File: config.mk
export PLATFORM = sky130hd
export DESIGN_NAME = abtjm_ram
export DESIGN_NICKNAME = d
export VERILOG_FILES = /design/src/design/abtjm_ram.sv
export SDC_FILE = /design/constraint.sdc
export NUM_CORES = 1
export LEC_CHECK = 0
export BUFFER_PORTS_ARGS = -buffer_cell sky130_fd_sc_hd__buf_2
export CAP_MARGIN = 10
export CORE_MARGIN = 2
export CORE_UTILIZATION = 45
export DETAILED_ROUTE_END_ITERATION = 16
export PLACE_DENSITY = 0.6
export SLEW_MARGIN = 20
export SYNTH_ARGS = -nofsm -noshare
export SYNTH_HDL_FRONTEND = slang
export SYNTH_SLANG_ARGS = --single-unit
File: constraint.sdc
create_clock -name clock -period 2.2 [get_ports clock]
set_input_delay 0.11 -clock clock [delete_from_list [all_inputs] [get_ports clock]]
set_output_delay 0.11 -clock clock [all_outputs]
set_load 0.01 [all_outputs]
File: src/design/abtjm_ram.sv
// Generic single write, single registered read port RAM.
module abtjm_ram #(
   parameter int WIDTH = 14,
   parameter int DEPTH = 32
) (
   input  logic                     clock,
   input  logic                     we,
   input  logic [$clog2(DEPTH)-1:0] waddr,
   input  logic [WIDTH-1:0]         wdata,
   input  logic [$clog2(DEPTH)-1:0] raddr,
   output logic [WIDTH-1:0]         rdata
);

   logic [WIDTH-1:0] mem_ff [DEPTH];
   logic [WIDTH-1:0] rdata_ff;

   always_ff @(posedge clock) begin
      if (we) begin
         mem_ff[waddr] <= wdata;
      end
      rdata_ff <= mem_ff[raddr];
   end

   assign rdata = rdata_ff;

endmodule

==> impl_metrics.tcl <==
set metrics [dict create \
    numCtsBuffers 47 \
    cts_buffer_depth 3 \
    holdPathStages 4 \
    worst_setup_path_start_kind "flip-flop" \
    fin_crit_sh_pct 74.3 \
    die_y_microns 204 \
    hold_class "in2reg" \
    initial_core_util_pct 45.4 \
    vias_per_cell 5.60 \
    rsz0062_at_grt "no" \
    cell_internal_pwr_mw 14.8 \
    hold_ws_ps 89.7 \
    area_delta_synth_final_pct 14.0 \
    synth_seq_cells 462 \
    fin_skew_ps 20.1 \
    setup_viol 0 \
    final_hold_viol_count 0 \
    grt_first_pass_wirelength_microns 61000 \
    placedCellCount 1578 \
    async_flop_share_pct 0 \
    cts.repair.resized 0 \
    worst_slew_pin_slew_ps 753 \
    path_max_fanout 1 \
    dpl_cell_area_sq_um 19000 \
    syn_area_sq_um 18000 \
    grt_pass1_vias 9159 \
    syn_inst 1006 \
    timing.final.ws_setup_ps 565 \
    ant_nets 0 \
    cp-end-kind "flip-flop" \
    routed_wl_microns 41300 \
    p_leak_nw 7.24 \
    netlist.area_leader.share_pct 74.7 \
    dp_hpwl_microns 24300 \
    vias 9335 \
    synthFlopType "edfxtp_1" \
    tritoncts "built" \
    fill_cells 3215 \
    wl_per_cell_microns 24.8 \
    cap_violations 0 \
    vdd_ir_drop_max_uv 686 \
    yosysWarningCount 0 \
    yosysSeqAreaShare_pct 76.2 \
    power_density_nw_per_um2 910 \
    globalRouteOverflowTotal 0 \
    core_sq_um 39600 \
    switchingPower_mw 3.90 \
    r2r_start "mem_ff[1][6]$_DFFE_PP_" \
    stdcell_count 1666 \
    critPathRequiredTime_ps 2710 \
    yosys.area.top_type "edfxtp_1" \
    die_w_microns 204 \
    seqPwrFrac_pct 52.7 \
    synthTopCellsByArea "edfxtp_1 75%, mux2i_1 12%, a22oi_1 2.3%" \
    cts.reportedPaths.clkPinSlew_ps 60 \
    status "completed" \
    synthesis.nets 1032 \
    antenna_found_initial 1 \
    yosysMostFrequentCell "edfxtp_1" \
    design.die.area_sq_um 41600 \
    regArea_sq_um 13700 \
    finalSetupTns_ps 0 \
    num_rows 73 \
    drtIter0Drc 740 \
    cts_hold_buf 0 \
    antennaDiodeCount 0 \
    ys_types 26 \
    final_area_sq_um 20500 \
    htreeDepth 2 \
    min_period_ps 1640 \
    cp.arrival_ps 2140 \
    place_congestion 0.761 \
    synth_common_cells "448 x edfxtp_1, 224 x mux2i_1, 56 x a22oi_1" \
    switching_share_pct 20.9 \
    syn_avg_cell_area_sq_um 17.9 \
    track_usage_pct 20.4 \
    r2r_cells 5 \
    synth_edf_count 448 \
    ios 40 \
    slew_headroom_pct 49.8 \
    portBuffers 39 \
    multi_input_area_sq_um 3810 \
    startpoint "mem_ff[1][6]$_DFFE_PP_" \
    finalPower_mw 18.7 \
    final_nets 1128 \
    drv_slew 0 \
    layout-drive-gt1-share_pct 15.7 \
    fin_util_pct 51.8 \
    drc_errors 0 \
    dp_slack_ps 62.3 \
    hold_path.startpoint "raddr[3]" \
    p_clk_share_pct 42.0 \
    fmax_mhz 612 \
    clk_latency_ps 580 \
    root_buffer "clkbuf_16" \
    critical_path_class "reg2reg" \
    pwr-share-comb_pct 5.3 \
    post_cts_buffers 0 \
    drt_first_pass_iters 5 \
    grt_max_degree 33 \
    cts.sinks 462 \
]
==> cell usage in the layout, fill, tap and decap left out, drive strengths merged <==
master    synthesis  layout
bufinv            0       5
nor2             34      34
mux2i           224     224
inv               0       1
dfxtp            14      14
or2               1       1
edfxtp          448     448
nand3b            5       5
clkinv            0      16
and2              1       1
a21oi            28      28
nand2b            2       2
nand2            29      29
clkbuf            9      64
nand3            30      30
or3               1       1
clkinvlp          0       2
nor2b             2       2
a31oi            14      14
or3b              3       3
nand4            14      14
nor3             14      14
a22o             28      28
a22oi            56      56
buf              49     105
==> flip-flops by register name, summed over array words and instances (netlist names) <==
name and count:
mem_ff 448, rdata 14
==> cells by family after synthesis <==
kind of cell / share of synthesized area [%]
DFF: 76.2
muxes: 12.4
and+or+nand+nor: 3.62
AOI/OAI and AO/OA: 4.96
buffers and inverters: 2.72
==> metal layers <==
metal	routed length [microns]	vias up	global-route usage [%]
met4	1030	0	6.06
met3	2460	61	3.89
met2	19100	283	31.3
li1	-	4205	-
met5	0	-	0
met1	18700	4786	29.7
==> power by group through the flow <==
stage	Combinational [mW]	Sequential [mW]	Clock (mW)
6_report	0.997	9.83	7.85
5_1_grt	1.07	9.84	8.36
4_1_cts	1.01	9.83	8.02
3_5_place_dp	1.01	10.0	0
3_3_place_gp	0.990	10.0	0
2_1_floorplan	0.555	10.0	0
==> final timing paths <==
| kind | endpoint | slack, ps |
|---|---|---|
| worst max-delay path | rdata[6]$_DFF_P_ | 560 |
| worst min-delay path | rdata[13]$_DFF_P_ | 90 |
| worst max register to register | rdata[6]$_DFF_P_ | 560 |
| worst min register to register | rdata[10]$_DFF_P_ | 600 |
==> worst max-delay path, stage by stage, from the launching register on <==
cell and delay [ps]:
edfxtp_1 340, mux2i_1 80, a22o_1 240, nor3_1 540
a31oi_1 250, nand3_1 120
==> final cells by class <==
cell class	count	area share [%]
Sequential cell	462	66.9
Multi-Input combinational cell	486	18.6
Clock buffer	64	6.19
Timing Repair Buffer	105	3.90
Tap cell	525	3.20
Clock inverter	24	1.26
(Power assumes the default switching activity.)
