**src/design/abtjm_pkg.sv**
```systemverilog
// Shared types, constants and codes for the audio block timing jitter monitor.
package abtjm_pkg;

   localparam int NUM_BUCKETS_DEF = 32;
   localparam int HISTO_W         = 14;
   localparam int CSR_INDEX_W     = 3;
   localparam int CSR_DATA_W      = 63;

   localparam logic [HISTO_W-1:0] PRUNE_LIMIT = 14'd10000;

   // register indexes
   localparam logic [CSR_INDEX_W-1:0] CSR_TICKS_PER_SAMPLE = 3'd0;
   localparam logic [CSR_INDEX_W-1:0] CSR_BLOCK_TICKS      = 3'd1;
   localparam logic [CSR_INDEX_W-1:0] CSR_RESTART_INTERVAL = 3'd2;
   localparam logic [CSR_INDEX_W-1:0] CSR_CLICK_ON_DROPOUT = 3'd3;
   localparam logic [CSR_INDEX_W-1:0] CSR_CLICK_ON_WARNING = 3'd4;

   localparam logic [39:0] TPS_RESET     = 40'd1481763;
   localparam logic [31:0] BLOCK_RESET   = 32'd11609977;
   localparam logic [62:0] RESTART_RESET = 63'd3600000000000;

   // click codes
   localparam logic [1:0] CLICK_NONE = 2'd0;
   localparam logic [1:0] CLICK_POS  = 2'd1;
   localparam logic [1:0] CLICK_NEG  = 2'd2;

   // histogram write source
   localparam logic [1:0] WSEL_CLEAR = 2'd0;
   localparam logic [1:0] WSEL_INC   = 2'd1;
   localparam logic [1:0] WSEL_PRUNE = 2'd2;

   // histogram read address source
   localparam logic [1:0] RSEL_BUCKET = 2'd0;
   localparam logic [1:0] RSEL_SWEEP  = 2'd1;
   localparam logic [1:0] RSEL_USER   = 2'd2;

   typedef struct packed {
      logic [62:0] now_ticks;
      logic [15:0] block_samples;
      logic [4:0]  histo_read_index;
   } req_type;

   typedef struct packed {
      logic        dropout;
      logic        warning;
      logic [1:0]  click;
      logic [4:0]  bucket;
      logic [62:0] spread_ticks;
      logic [62:0] delta_ticks;
      logic        restarted;
      logic [31:0] dropouts_so_far;
      logic [31:0] warnings_so_far;
      logic [13:0] histo_read_value;
   } rsp_type;

   typedef struct packed {
      logic       load;
      logic       check;
      logic       mul_a;
      logic       mul_b;
      logic       sum;
      logic       upd;
      logic       meas;
      logic       scale;
      logic       div_step;
      logic       finish;
      logic       idx_clr;
      logic       idx_inc;
      logic       ram_we;
      logic [1:0] wsel;
      logic [1:0] rsel;
      logic       out_load;
   } cmd_type;

   typedef struct packed {
      logic idx_end;
      logic div_last;
      logic prune_need;
      logic out_free;
   } sts_type;

endpackage

```
**src/design/abtjm_ctrl.sv**
```systemverilog
// Sequencer for the jitter monitor: clear pass, per-block steps, prune sweep.
module abtjm_ctrl
   import abtjm_pkg::*;
(
   input  logic    clock,
   input  logic    reset,
   input  logic    req_valid,
   output logic    req_ready,
   input  sts_type sts,
   output cmd_type cmd
);

   localparam logic [3:0] ST_CLEAR = 4'd0;
   localparam logic [3:0] ST_IDLE  = 4'd1;
   localparam logic [3:0] ST_CHECK = 4'd2;
   localparam logic [3:0] ST_MULA  = 4'd3;
   localparam logic [3:0] ST_MULB  = 4'd4;
   localparam logic [3:0] ST_SUM   = 4'd5;
   localparam logic [3:0] ST_UPD   = 4'd6;
   localparam logic [3:0] ST_MEAS  = 4'd7;
   localparam logic [3:0] ST_SCALE = 4'd8;
   localparam logic [3:0] ST_DIV   = 4'd9;
   localparam logic [3:0] ST_HREAD = 4'd10;
   localparam logic [3:0] ST_HINC  = 4'd11;
   localparam logic [3:0] ST_PRD   = 4'd12;
   localparam logic [3:0] ST_PWR   = 4'd13;
   localparam logic [3:0] ST_RREAD = 4'd14;
   localparam logic [3:0] ST_OUT   = 4'd15;

   logic [3:0] state_ff;
   logic [3:0] state_in;

   always_comb begin
      state_in  = state_ff;
      cmd       = '0;
      cmd.wsel  = WSEL_CLEAR;
      cmd.rsel  = RSEL_BUCKET;
      req_ready = 1'b0;
      case (state_ff)
         ST_CLEAR: begin
            cmd.ram_we  = 1'b1;
            cmd.wsel    = WSEL_CLEAR;
            cmd.idx_inc = 1'b1;
            if (sts.idx_end) begin
               state_in = ST_IDLE;
            end
         end
         ST_IDLE: begin
            req_ready = 1'b1;
            if (req_valid) begin
               cmd.load = 1'b1;
               state_in = ST_CHECK;
            end
         end
         ST_CHECK: begin
            cmd.check = 1'b1;
            state_in  = ST_MULA;
         end
         ST_MULA: begin
            cmd.mul_a = 1'b1;
            state_in  = ST_MULB;
         end
         ST_MULB: begin
            cmd.mul_b = 1'b1;
            state_in  = ST_SUM;
         end
         ST_SUM: begin
            cmd.sum  = 1'b1;
            state_in = ST_UPD;
         end
         ST_UPD: begin
            cmd.upd  = 1'b1;
            state_in = ST_MEAS;
         end
         ST_MEAS: begin
            cmd.meas = 1'b1;
            state_in = ST_SCALE;
         end
         ST_SCALE: begin
            cmd.scale   = 1'b1;
            cmd.idx_clr = 1'b1;
            state_in    = ST_DIV;
         end
         ST_DIV: begin
            cmd.div_step = 1'b1;
            cmd.idx_inc  = 1'b1;
            if (sts.div_last) begin
               state_in = ST_HREAD;
            end
         end
         ST_HREAD: begin
            cmd.rsel = RSEL_BUCKET;
            state_in = ST_HINC;
         end
         ST_HINC: begin
            cmd.ram_we  = 1'b1;
            cmd.wsel    = WSEL_INC;
            cmd.finish  = 1'b1;
            cmd.idx_clr = 1'b1;
            state_in    = sts.prune_need ? ST_PRD : ST_RREAD;
         end
         ST_PRD: begin
            cmd.rsel = RSEL_SWEEP;
            state_in = ST_PWR;
         end
         ST_PWR: begin
            cmd.ram_we  = 1'b1;
            cmd.wsel    = WSEL_PRUNE;
            cmd.idx_inc = 1'b1;
            state_in    = sts.idx_end ? ST_RREAD : ST_PRD;
         end
         ST_RREAD: begin
            cmd.rsel = RSEL_USER;
            state_in = ST_OUT;
         end
         ST_OUT: begin
            // keep the read-back address so the count holds while stalled
            cmd.rsel = RSEL_USER;
            if (sts.out_free) begin
               cmd.out_load = 1'b1;
               state_in     = ST_IDLE;
            end
         end
         default: begin
            state_in = ST_IDLE;
         end
      endcase
   end

   always_ff @(posedge clock) begin
      if (reset) begin
         state_ff <= ST_CLEAR;
      end else begin
         state_ff <= state_in;
      end
   end

   assert property (@(posedge clock) disable iff (reset)
      req_ready |-> !cmd.ram_we)
      else $error("accept while histogram is written");
   assert property (@(posedge clock) disable iff (reset)
      cmd.load |=> state_ff == ST_CHECK)
      else $error("accepted block not processed");
   assert property (@(posedge clock) disable iff (reset)
      $rose(req_ready) |-> $past(state_ff) == ST_OUT || $past(state_ff) == ST_CLEAR)
      else $error("ready raised from wrong state");

endmodule

```
**config.mk**
```make
export PLATFORM = sky130hd
export DESIGN_NAME = abtjm_ctrl
export DESIGN_NICKNAME = d
export VERILOG_FILES = /design/src/design/abtjm_pkg.sv /design/src/design/abtjm_ctrl.sv
export SDC_FILE = /design/constraint.sdc
export NUM_CORES = 1
export LEC_CHECK = 0
export BUFFER_PORTS_ARGS = -buffer_cell sky130_fd_sc_hd__buf_4
export CAP_MARGIN = 20
export CORE_AREA = 10 10 47 49
export CTS_CLUSTER_DIAMETER = 30
export DETAILED_ROUTE_END_ITERATION = 8
export DIE_AREA = 0 0 57 59
export PLACE_DENSITY = 0.66
export SYNTH_ARGS = -nofsm -noshare
export SYNTH_HDL_FRONTEND = slang
export SYNTH_SLANG_ARGS = --single-unit
```
**constraint.sdc**
```tcl
create_clock -name clock -period 2 [get_ports clock]
set_input_delay 0.4 -clock clock [delete_from_list [all_inputs] [get_ports clock]]
set_output_delay 0.4 -clock clock [all_outputs]
set_load 0.02 [all_outputs]
```
==> impl_metrics.toml, run 1 <==
[route]
routed_wl_um = 1310
drt_first_iter_violations = 14
drtAntennaViolNets = 0
wire_per_inst_um = 13.3
dr.pass1.iters = 4
via_per_inst = 4.86
num_vias = 476
remaining_drc_errors = 0

[timing]
drv_slew = 0
setup_ws_ps = 129
setup_viol = 0
layout_min_cycle_time_ps = 1870
timing.final.crit_share_pct = 93.5
rsz0062_at_grt = "no"
hold_slack_ps = 344
setup_tns_ps = 0
max_slew_margin_pct = 72.6
finalClockSkew_ps = 9.41
tightestPinTransition_ps = 410
fmax_ghz = 0.535
hold_viol = 0

[layout]
regArea_um2 = 81.3
largest_registers = "state_ff: 4 flops"
layout_common_cells = "buf_4, nor2_1, nand2_1, a21oi_1, nor3_1"
multi_input_area_um2 = 259
top_register = "state_ff"
fillers = 161
drive_gt1_share_pct = 43.9
largest_reg_flops = 4
final_common_cell = "buf_4"
diodes = 0
layout.cells.non_filler = 98
syn2layout_area_growth_pct = 49.0
nNetsFinal = 91

[global_route]
grt_pass1_vias = 473
grt-ovfl-total = 0
track_usage_pct = 8.03
antenna_found_initial = 0
grt_max_degree = 15
grt_pass1_wl_um = 2190

[placed_design]
dp_hpwl_um = 1080
gp_congestion = 0.838
dp_slack_ps = 331
dp_cells = 95
numPortBuffers = 25

[power_and_ir_drop]
clock_power_share_pct = 33.6
power_frac_seq_pct = 32.8
ir_worst_vdd_mv = 0.203
power.density_nw_per_um2 = 520
p_comb_share_pct = 33.6
p_sw_mw = 0.104
intPower_mw = 0.201
p_leak_nw = 0.268
p_sw_share_pct = 34.1
power_mw = 0.305

[synthesis]
syn_nets = 66
synth_edf_count = 0
ys.warnings.count = 0
postSynthCellCount = 59
synth_seq_cells = 4
synthArstFlopShare_pct = 0
ys_types = 25
synth_area_um2 = 393
syn-mean-instance-area_um2 = 6.66
synth_ff_type = "dfxtp_1"
ys_seq_area_share_pct = 20.4

[clocking]
post_cts_buffers = 0
cts_resized = 0
cts_buffers = 3
ctsHtreeMaxLevel = 1
cts_root_buf = "clkbuf_4"
tritoncts = "built"
path_clk_slew_ps = 40
cts.path.max_buffers = 2
clock_latency_ps = 240
clkSinkCount = 4
cts_hold_buf = 0

[worst_setup_path]
crit_type = "flip-flop to output port"
cp.required_ps = 1600
cp.arrival_ps = 1470
worst-r2r-cell-count = 4
r2r_slack_ps = 760
critical_path.startpoint = "state_ff[2]"
crit_path_end_kind = "output port"
critPathMaxFanout = 13
startpoint_type = "flip-flop"
r2r_end = "state_ff[1]"
rr_startpoint = "state_ff[2]"

[die]
die_h_um = 59
die_x_um = 57
ios = 26
fp.coreArea_um2 = 1400
start_util_pct = 28.0
num_rows = 14
dieArea_um2 = 3360

[hold_path]
worstHoldStart = "reset"
min_path_cells = 2
whs_endpoint = "state_ff[1]"
hp-class = "primary input to flip-flop"

[job]
cap_violations = 0

[status]
status = "complete, no violations"
[kinds of logic after synthesis]
logic type	Yosys count	synth area share [%]
AO/OA/AOI/OAI	13	21.7
AND/OR/NAND/NOR	32	39.5
XOR/XNOR	1	2.23
flip-flops	4	20.4
multiplexers	1	2.55
buffers and inverters	8	13.7
[synthesized netlist by cell type, types with 2 or more instances]
| library cell | count | area share, % |
|---|---|---|
| or2_2 | 2 | 3.2 |
| nand2b_1 | 3 | 4.8 |
| a211oi_1 | 2 | 3.8 |
| nor2_1 | 13 | 12 |
| a21oi_1 | 5 | 6.4 |
| nand2_1 | 5 | 4.8 |
| inv_1 | 2 | 1.9 |
| buf_4 | 2 | 3.8 |
| buf_6 | 2 | 5.7 |
| dfxtp_1 | 4 | 20 |
| o22ai_1 | 2 | 3.2 |
| nor3_1 | 4 | 5.1 |
[per-layer routing]
layer / vias to the layer above / track usage, % / routed length, um
met5: - / 0 / 0
met4: 0 / 5.03 / 10
met3: 2 / 4.94 / 192
met2: 22 / 11.2 / 531
met1: 206 / 9.01 / 571
li1: 246 / - / -
[power by group through the flow]
| stage | registers (mW) | clock network, mW | logic, mW |
|---|---|---|---|
| floorplan | 0.0889 | 0 | 0.0772 |
| global placement | 0.100 | 0 | 0.104 |
| detailed placement | 0.101 | 0 | 0.104 |
| CTS | 0.0995 | 0.108 | 0.104 |
| global route | 0.102 | 0.111 | 0.112 |
| finish | 0.100 | 0.102 | 0.102 |
[how the worst max path moves through the flow]
stage                   end  slack (ps)  cells after the start
floorplan           cmd[17]         350                      3
global placement     cmd[0]         320                      3
detailed placement   cmd[0]         330                      3
CTS                  cmd[0]          50                      3
global route        cmd[17]          30                      4
finish              cmd[17]         130                      4
[stage by stage]
stage | area, um2 | utilization [%]
finish | 586 | 41.8
global route | 586 | 41.8
CTS | 584 | 41.7
detailed placement | 562 | 40.1
global placement | 562 | 40.1
floorplan | 393 | -
[critical path, cell delays in order (launching register included)]
cell	delay, ps
dfxtp_1	420
or2_2	380
nor2_1	150
and2_1	150
buf_4	140
[cell type report]
type                            instances  share of cell area [%]
Inverter                                2                    1.28
Clock buffer                            3                    3.85
Multi-Input combinational cell         47                    44.2
Tap cell                               16                    3.42
Timing Repair Buffer                   26                    33.3
Sequential cell                         4                    13.9
Note: power is estimated with default switching activity, not from simulation.
==> inputs of run 2 (changes only) <==
ABC_AREA = 1   (was default)
CORE_AREA = 2 2 39 41   (was 10 10 47 49)
DIE_AREA = 0 0 41 43   (was 0 0 57 59)
PLACE_DENSITY = 0.7   (was 0.66)
==> impl_metrics.toml, run 2 <==
[timing]
timing.final.crit_share_pct = 83.0
setup_tns_ps = 0
tightestPinTransition_ps = 280
layout_min_cycle_time_ps = 1660
hold_viol = 0
fmax_ghz = 0.602
finalClockSkew_ps = 0.402
setup_ws_ps = 340
max_slew_margin_pct = 81.3
drv_slew = 0
setup_viol = 0
rsz0062_at_grt = "no"

[synthesis]
synth_seq_cells = 4
synth_top_area_share_pct = 20.4
synthArstFlopShare_pct = 0
synth_xor_area_share_pct = 0
synth_area_um2 = 442
synth.mux.area_fraction_pct = 0
ys_seq_area_share_pct = 18.1
synth_common_cells = "nand2_1, nor2_1, inv_1"
synthTopCellsByArea = "nand2_1, dfxtp_1, nor2_1"
synth_compound_area_share_pct = 8.22
ys.warnings.count = 0
synth.most_common_cell = "nand2_1"
syn_nets = 92
synth_ff_type = "dfxtp_1"
yosys.area.top_type = "nand2_1"
synth_fa_ha_area_share_pct = 0
postSynthCellCount = 85
yosys.area_share.simple_pct = 55.5
synth_top_family_by_area = "simple AND/OR/NAND/NOR gates"
syn-mean-instance-area_um2 = 5.20
ys_types = 18
synth_edf_count = 0

[route]
remaining_drc_errors = 0
wire_per_inst_um = 9.26
dr.pass1.iters = 4
drtAntennaViolNets = 0
via_per_inst = 4.54
routed_wl_um = 1190
drt_first_iter_violations = 8
num_vias = 581

[clocking]
cts.path.max_buffers = 2
tritoncts = "built"
clock_latency_ps = 230
clkSinkCount = 4
path_clk_slew_ps = 40
ctsHtreeMaxLevel = 1
cts_resized = 0
cts_hold_buf = 0
cts_buffers = 3
cts_root_buf = "clkbuf_4"
post_cts_buffers = 0

[power_and_ir_drop]
power_frac_seq_pct = 29.1
p_sw_mw = 0.125
p_comb_share_pct = 42.0
ir_worst_vdd_mv = 0.330
power.density_nw_per_um2 = 502
p_leak_nw = 0.425
clock_power_share_pct = 28.9
p_sw_share_pct = 37.4
intPower_mw = 0.209

[placed_design]
place_area_um2 = 642
gp_congestion = 0.934
numPortBuffers = 25
dp_hpwl_um = 1010
dp_slack_ps = 593

[layout]
largest_registers = "state_ff: 4 flops"
final_common_cell = "buf_4"
nNetsFinal = 121
finalInstanceArea_um2 = 664
top_register = "state_ff"
final_core_util_pct = 48.0
syn2layout_area_growth_pct = 50.4
diodes = 0
layout_common_cells = "buf_4, nand2_1, nor2_1"
largest_reg_flops = 4
drive_gt1_share_pct = 35.7

[hold_path]
hp-class = "primary input to flip-flop"

[global_route]
track_usage_pct = 15.5
grt_pass1_wl_um = 1880
grt_pass1_vias = 503
grt-ovfl-total = 0
antenna_found_initial = 0
grt_max_degree = 7

[worst_setup_path]
cp.arrival_ps = 1260
critPathMaxFanout = 5
crit_type = "flip-flop to output port"
cp.required_ps = 1600
startpoint_type = "flip-flop"
crit_path_end_kind = "output port"
r2r_slack_ps = 780

[die]
ios = 26
fp.coreArea_um2 = 1380
start_util_pct = 31.9
dieArea_um2 = 1760
num_rows = 14
die_h_um = 43
die_x_um = 41

[status]
status = "complete, no violations"

[job]
cap_violations = 0
## run 2: area by class of cell
cell class / count / area [um2]
Timing Repair Buffer: 25 / 188
Tap cell: 16 / 20.0
Inverter: 19 / 72.6
Clock buffer: 3 / 22.5
Multi-Input combinational cell: 61 / 282
Fill cell: 167 / 719
Sequential cell: 4 / 80.1
## run 2: metal layers
| metal | GRT usage, % | wire, um |
|---|---|---|
| met5 | 0 | 0 |
| met4 | 8.00 | 0 |
| met3 | 3.14 | 72 |
| met2 | 22.8 | 612 |
| met1 | 20.3 | 500 |
## run 2: cells by family after synthesis
logic type,after synthesis
buffers and inverters,20
AND/OR/NAND/NOR,54
AO/OA/AOI/OAI,7
flip-flops,4
## run 2: critical path, cell delays in order, from the launching register on
cell	delay, ps
dfxtp_1	370
nor2_1	230
inv_1	120
nor3_1	150
buf_4	170
## run 2: final timing paths
check	from	endpoint	cells past startpoint
max	state_ff[2]	cmd[17]	4
min reg2reg	state_ff[3]	state_ff[3]	2
min	reset	state_ff[3]	2
max reg2reg	state_ff[2]	state_ff[2]	8
## run 2: power groups by stage
stage | logic, mW | registers, mW | clock network [mW]
detailed placement | 0.141 | 0.0979 | 0
floorplan | 0.0886 | 0.0960 | 0
global route | 0.154 | 0.0978 | 0.111
CTS | 0.141 | 0.0966 | 0.103
global placement | 0.141 | 0.0970 | 0
finish | 0.140 | 0.0970 | 0.0963
## run 2: metrics by stage
| step | hold WS, ps | total power, mW | instances |
|---|---|---|---|
| floorplan | 469 | 0.185 | 85 |
| finish | 340 | 0.333 | 128 |
| CTS | 331 | 0.341 | 128 |
| global route | 327 | 0.363 | 128 |
| detailed placement | 559 | 0.239 | 125 |
| global placement | 546 | 0.238 | 125 |
==> inputs of run 3 (changes only) <==
ABC_AREA = 0   (was 1)
PLACE_DENSITY = 0.68   (was 0.7)
clock period = 1.4 ns   (was 2 ns; I/O delays follow)
==> impl_metrics.toml, run 3 (synthesis gave the netlist of run 1 again) <==
[die]
die_h_um = 43
start_util_pct = 28.4
dieArea_um2 = 1760
ios = 26
num_rows = 14
fp.coreArea_um2 = 1380
die_x_um = 41

[worst_setup_path]
cp.required_ps = 1120
critical_path.startpoint = "state_ff[3]"
startpoint_type = "flip-flop"
rr_startpoint = "state_ff[3]"
crit_path_end_kind = "output port"
crit_chain = "or3_4 -> a21oi_2 -> buf_4"
crit_type = "flip-flop to output port"
cp.buffers_inverters = 1
cp_top_family = "simple AND/OR/NAND/NOR gates"
slowest_stage = "or3_4"
cpPeakStageDelay_ps = 380
cp.arrival_ps = 1210
critPathMaxFanout = 4

[global_route]
grt_pass1_wl_um = 1880
grt-ovfl-total = 0
grt_pass1_vias = 456
antenna_found_initial = 0
grt_max_degree = 12
track_usage_pct = 15.6

[clocking]
ctsHtreeMaxLevel = 1
clkSinkCount = 4
tritoncts = "built"
clock_latency_ps = 230
post_cts_buffers = 0
cts.path.max_buffers = 2
path_clk_slew_ps = 40
cts_root_buf = "clkbuf_4"
cts_buffers = 3

[route]
remaining_drc_errors = 0
via_per_inst = 4.94
dr.pass1.iters = 4
num_vias = 524
wire_per_inst_um = 11.8
routed_wl_um = 1250
drt_first_iter_violations = 1
drtAntennaViolNets = 0

[job]
cap_violations = 0

[power_and_ir_drop]
power.density_nw_per_um2 = 657
power_mw = 0.477
ir_worst_vdd_mv = 0.378
p_leak_nw = 0.316

[layout]
syn2layout_area_growth_pct = 84.7
nNetsFinal = 99
drive_gt1_share_pct = 67.8
diodes = 0
layout_common_cells = "buf_4, nor2_1, dfxtp_2"
top_register = "state_ff"
final_core_util_pct = 52.4
final_common_cell = "buf_4"
largest_reg_flops = 4
fillers = 146
largest_registers = "state_ff: 4 flops"

[hold_path]
worstHoldStart = "reset"
hp-class = "primary input to flip-flop"

[timing]
setup_tns_ps = -368
setup_ws_ps = -87.1
fmax_ghz = 0.672
finalClockSkew_ps = 1.90
layout_min_cycle_time_ps = 1490
timing.final.crit_share_pct = 106
setup_viol = 7
hold_slack_ps = 226
max_slew_margin_pct = 85.2
hold_viol = 0
drv_slew = 0
tightestPinTransition_ps = 222
rsz0062_at_grt = "yes"

[status]
status = "complete, but fails checks"
violations = "setup timing"

[placed_design]
dp_hpwl_um = 998
dp_slack_ps = 67.5
numPortBuffers = 25
gp_congestion = 0.807
-- run 3: changes by cell type in the layout (fill, tap and decap cells not counted), moves of 3 or more --
cell / delta
nand2_1: -21
buf_6: +3
inv_1: -13
nand3_1: -3
dfxtp_2: +4
dfxtp_1: -4
nor2_1: -7
buf_4: +6
inv_2: -3
-- run 3: power breakdown --
part           internal [mW]  switching, mW
clock network         0.0956         0.0435
registers              0.123        0.00972
logic                  0.100          0.104
total                  0.319          0.158
-- run 3: metrics by stage --
stage / cells / instance area, um2
global route: 106 / 726
floorplan: 59 / 399
detailed placement: 103 / 628
CTS: 106 / 703
finish: 106 / 726
global placement: 103 / 628
-- run 3: path summary, 6_finish.rpt --
kind | to | slack, ps | cells past startpoint
max | cmd[6] | -90 | 3
min | state_ff[1] | 230 | 2
max reg2reg | state_ff[1] | 220 | 6
min reg2reg | state_ff[2] | 590 | 2
-- run 3: worst reg2reg max path, delay by kind of cell (launching register included) --
family                 cells  cell delay [ps]
DFF                        1              350
AOI/OAI and AO/OA          2              310
buffers and inverters      2              290
and+or+nand+nor            2              140
-- run 3: area by class of cell --
type                            count  area, um2  share of cell area, %
Sequential cell                     4       85.1                   11.7
Clock buffer                        3       22.5                   3.10
Tap cell                           16       20.0                   2.76
Multi-Input combinational cell     47        324                   44.7
Inverter                            2       7.51                   1.03
Timing Repair Buffer               34        267                   36.7
-- run 3: repair_timing --
item | CTS | global route
pin swaps | 8 | 1
hold endpoints to repair | 0 | 0
gates resized for setup | 17 | 7
hold buffers | 0 | 0
endpoints found under the setup margin | 19 | 18
-- run 3: per-layer routing --
layer	global-route usage, %	wire length, um
met1	18.1	521
met2	26.9	579
met3	2.09	133
met4	6.00	17
met5	0	0
